**config.mk**
```make
export PLATFORM = sky130hd
export DESIGN_NAME = brb_ctrl
export DESIGN_NICKNAME = d
export VERILOG_FILES = /design/src/hw/rtl/byte_ring_buffer_macros.svh /design/src/hw/rtl/brb_pkg.sv /design/src/hw/rtl/brb_ctrl.sv
export SDC_FILE = /design/constraint.sdc
export NUM_CORES = 1
export LEC_CHECK = 0
export BUFFER_PORTS_ARGS = -buffer_cell sky130_fd_sc_hd__buf_2
export CAP_MARGIN = 20
export CORE_AREA = 2 2 39 41
export CTS_BUF_LIST = sky130_fd_sc_hd__clkbuf_4 sky130_fd_sc_hd__clkbuf_8
export DETAILED_ROUTE_END_ITERATION = 12
export DIE_AREA = 0 0 41 43
export PLACE_DENSITY = 0.46
export SETUP_SLACK_MARGIN = 0.05
export SYNTH_ARGS = -nofsm -noshare
export SYNTH_HDL_FRONTEND = slang
export SYNTH_SLANG_ARGS = --single-unit
export TNS_END_PERCENT = 30
```
**constraint.sdc**
```tcl
create_clock -name clock -period 2 [get_ports clock]
set_input_delay 0.1 -clock clock [delete_from_list [all_inputs] [get_ports clock]]
set_output_delay 0.1 -clock clock [all_outputs]
set_load 0.01 [all_outputs]
```
**src/hw/rtl/byte_ring_buffer_macros.svh**
```systemverilog
// assertion macros for the byte ring buffer
// used by the modules that carry assertions, expects clock and reset in scope
`ifndef BYTE_RING_BUFFER_MACROS_SVH
`define BYTE_RING_BUFFER_MACROS_SVH

// property that must hold in the same cycle as its trigger
`define BRB_ASSERT_NOW(label, ante, cons, msg) \
   label: assert property (@(posedge clock) disable iff (reset) (ante) |-> (cons)) \
      else $error(msg);

// property that must hold in the cycle after its trigger
`define BRB_ASSERT_NEXT(label, ante, cons, msg) \
   label: assert property (@(posedge clock) disable iff (reset) (ante) |=> (cons)) \
      else $error(msg);

`endif

```
**src/hw/rtl/brb_pkg.sv**
```systemverilog
// shared types and constants of the byte ring buffer
// no dependencies
package brb_pkg;

   localparam int CNT_W      = 11;
   localparam int COUNT_W    = 4;
   localparam int DATA_W     = 64;
   localparam int BYTE_W     = 8;
   localparam int BYTE_IDX_W = 3;
   localparam int REQ_DATA_W = 72;
   localparam int RSP_DATA_W = 96;

   localparam int DEPTH_DEFAULT = 1024;
   localparam int CAP_RESET     = 1024;

   localparam logic [COUNT_W-1:0] MAX_BYTES = 4'd8;

   localparam logic OP_WRITE = 1'b0;
   localparam logic OP_READ  = 1'b1;

   localparam logic STATUS_DONE    = 1'b0;
   localparam logic STATUS_REFUSED = 1'b1;

   typedef enum logic [1:0] {
      ST_IDLE,
      ST_SETUP,
      ST_LOOP,
      ST_FINISH
   } state_type;

   typedef struct packed {
      logic cfg_write;
      logic load;
      logic setup;
      logic step;
      logic finish;
   } cmd_type;

   typedef struct packed {
      logic rem_zero;
      logic out_busy;
   } stat_type;

endpackage

```
**src/hw/rtl/brb_ctrl.sv**
```systemverilog
// controller state machine of the byte ring buffer
// depends on brb_pkg
module brb_ctrl (
   input  logic              clock,
   input  logic              reset,
   input  logic              req_tvalid,
   output logic              req_tready,
   input  logic              csr_valid,
   output logic              csr_ready,
   input  brb_pkg::stat_type stat,
   output brb_pkg::cmd_type  cmd
);

   brb_pkg::state_type state_ff;
   brb_pkg::state_type state_in;

   always_ff @(posedge clock) begin
      if (reset) begin
         state_ff <= brb_pkg::ST_IDLE;
      end else begin
         state_ff <= state_in;
      end
   end

   always_comb begin
      state_in = state_ff;
      unique case (state_ff)
         brb_pkg::ST_IDLE: begin
            if (req_tvalid && !csr_valid) begin
               state_in = brb_pkg::ST_SETUP;
            end
         end
         brb_pkg::ST_SETUP: begin
            state_in = brb_pkg::ST_LOOP;
         end
         brb_pkg::ST_LOOP: begin
            if (stat.rem_zero) begin
               state_in = brb_pkg::ST_FINISH;
            end
         end
         brb_pkg::ST_FINISH: begin
            if (!stat.out_busy) begin
               state_in = brb_pkg::ST_IDLE;
            end
         end
         default: begin
            state_in = brb_pkg::ST_IDLE;
         end
      endcase
   end

   always_comb begin
      req_tready    = 1'b0;
      csr_ready     = 1'b0;
      cmd           = '0;
      unique case (state_ff)
         brb_pkg::ST_IDLE: begin
            csr_ready     = 1'b1;
            req_tready    = !csr_valid;
            cmd.cfg_write = csr_valid;
            cmd.load      = req_tvalid && !csr_valid;
         end
         brb_pkg::ST_SETUP: begin
            cmd.setup = 1'b1;
         end
         brb_pkg::ST_LOOP: begin
            cmd.step = !stat.rem_zero;
         end
         brb_pkg::ST_FINISH: begin
            cmd.finish = !stat.out_busy;
         end
         default: begin
            cmd = '0;
         end
      endcase
   end

endmodule

```
==> results_dict.tcl <==
set metrics [dict create \
    crit_type "flip-flop to output pin" \
    grt_pass1_vias 182 \
    yosysWarnings 0 \
    ys_ff_latch 2 \
    grtUsageTotal 0.0641 \
    switchingPower_mw 0.170 \
    synth_commonest_cells "ha_1, nand2b_1, dfxtp_1, inv_1, mux2i_1" \
    post_cts_resized 0 \
    core-area_um2 1380 \
    endpoint_kind "output pin" \
    tightestPinTransition_ps 258 \
    synth_edf_count 0 \
    fin_cells 53 \
    slowest_stage "dfxtp_1" \
    arrival_ps 1420 \
    die_h_um 43 \
    cellPowerDensity_nw_per_um2 1230 \
    synth_top_family_by_area "simple AND/OR/NAND/NOR gates" \
    htreeDepth 1 \
    path_buf_inv 2 \
    slew_headroom 0.828 \
    crit_required_ps 1900 \
    clk_latency_ps 230 \
    wl_um 504 \
    dr.pass1.iters 4 \
    leakagePower_nw 0.172 \
    initial_core_util 0.172 \
    io_buffers 12 \
    async_reset_ff_frac 0 \
    synth.top_cells.by_area "ha_1, dfxtp_1, a221oi_4, mux2i_1, nand2b_1" \
    fin_nets 50 \
    rsz0062_at_grt "false" \
    reg_top3 "state_ff (2)" \
    maxCapViolCount 0 \
    ctsHoldBuffers 0 \
    skew_ps 9.96 \
    synthMuxAreaShare 0.0842 \
    synth_compound_area_frac 0.142 \
    path_cells "inv_1 > ha_1 > and2b_1 > and2_1 > buf_2" \
    cts-root-buf "clkbuf_4" \
    synthSimpleGateAreaFrac 0.311 \
    cts.sinks 2 \
    drtIter0Drc 3 \
    drive_above_1_share 0.514 \
    grt_max_degree 5 \
    cts.clk_slew.worst_paths_ps 40 \
    synth_flop_cell "dfxtp_1" \
    status "finished, final reports clean" \
    post-synth-top-count-cell "ha_1" \
    synth.distinct_cells 13 \
    hold_viol_final 0 \
    largest_reg_flops 2 \
    post-route-period-util 0.760 \
    area.growth.synth_to_final_pct 43.2 \
    p_clk_frac 0.221 \
    critPathLaunchType "flip-flop" \
    slew_viol_final 0 \
    viasPerCell 3.85 \
    tns_ps 0 \
    die_area_um2 1760 \
    avgSynthCellArea_um2 10.8 \
    max-vdd-ir-drop_mv 0.505 \
    postLayoutCoreUtil 0.246 \
    yosys.area.top_type "ha_1" \
    syn_nets 33 \
    ant_nets 0 \
    dp_cells 50 \
    synthAdderAreaFrac 0.263 \
    cp_top_family "flip-flops" \
    fillers 142 \
    post_drt_wl_per_cell_um 9.51 \
    fin_crit_ps 1520 \
    grt_antenna_before_repair 0 \
    setup_violations 0 \
    synthCells 22 \
    cts_made_buffers 3 \
    p_int_mw 0.249 \
    diodes 0 \
    path_max_fanout 4 \
    synth_xor_xnor_area_share 0 \
    cts_tree "done" \
    grt_pass1_wl_um 703 \
    comb_power_share 0.597 \
    post-cts-setup-buffer-count 0 \
    swShare 0.406 \
    max_stage_delay_ps 370 \
    yosysTopAreaCellShare 0.263 \
    ctsLongestPathBuffers 2 \
    synth_sequential_area_ratio 0.168 \
    die_w_um 41 \
    p_seq_frac 0.182 \
    syn_area_um2 238 \
    fmax_ghz 0.658 \
    regMostFlops "state_ff" \
    num_vias 204 \
    holdCritPathClass "input pin to flip-flop" \
    fp-row-count 14 \
    overflow 0 \
    drc 0 \
    place.gp.congestion 0.672 \
    ios 13 \
]
## worst reg2reg max path, delay by kind of cell (launching register included)
family                   cells  cell delay (ps)
buffers and inverters        1               90
AO/OA/AOI/OAI                1              320
adder cells (fa/ha/maj)      1              270
multiplexers                 1              230
flip-flops                   1              370
## per-layer routing
metal / global-route usage / wire length, um
met1: 0.0637 / 222
met2: 0.0875 / 191
met3: 0.0366 / 90
met4: 0.0600 / 0
met5: 0 / 0
## cell families (layout without fill, tap and decap cells)
logic type | after synthesis | count (layout)
muxes | 2 | 2
adders and majority gates | 5 | 5
DFF | 2 | 2
and+or+nand+nor | 9 | 9
buffers and inverters | 2 | 17
AOI/OAI and AO/OA | 2 | 2
## through the flow
step	total power [mW]	setup WS, ps	hold WS (ps)	cell area [um^2]
2_1_floorplan	0.258	731	229	238
3_3_place_gp	0.333	625	422	318
3_5_place_dp	0.331	642	420	318
4_1_cts	0.430	463	173	340
5_1_grt	0.463	389	205	340
6_report	0.420	481	184	340
## cells in the final DEF (no fill, tap or decap)
master and n:
a221oi_4 1, and2_1 1, and2_2 1, and2b_1 1
buf_2 12, clkbuf_4 3, dfxtp_1 2, ha_1 5
inv_1 2, mux2i_1 2, nand2b_1 3, nand2b_4 1
nor2b_1 1, nor2b_4 1, o21bai_1 1
## power groups by stage
| stage | registers, mW | clock network [mW] | logic [mW] |
|---|---|---|---|
| CTS | 0.0770 | 0.0981 | 0.255 |
| global route | 0.0786 | 0.102 | 0.282 |
| detailed placement | 0.0775 | 0 | 0.254 |
| global placement | 0.0771 | 0 | 0.256 |
| finish | 0.0762 | 0.0929 | 0.251 |
| floorplan | 0.0717 | 0 | 0.186 |
## layout make-up
| type | instances | area [um^2] | share of cell area |
|---|---|---|---|
| Clock buffer | 3 | 22.5 | 0.0662 |
| Inverter | 2 | 7.51 | 0.0221 |
| Multi-Input combinational cell | 18 | 190 | 0.559 |
| Sequential cell | 2 | 40.0 | 0.118 |
| Tap cell | 16 | 20.0 | 0.0588 |
| Timing Repair Buffer | 12 | 60.1 | 0.176 |
## worst paths after layout
| kind | start | endpoint | slack (ps) | depth (start not counted) |
|---|---|---|---|---|
| min | reset | state_ff[0] | 180 | 3 |
| min reg2reg | state_ff[0] | state_ff[0] | 520 | 2 |
| max | state_ff[0] | cmd[3] | 480 | 5 |
| max reg2reg | state_ff[0] | state_ff[0] | 650 | 4 |
Power figures use the tool's default switching activity.
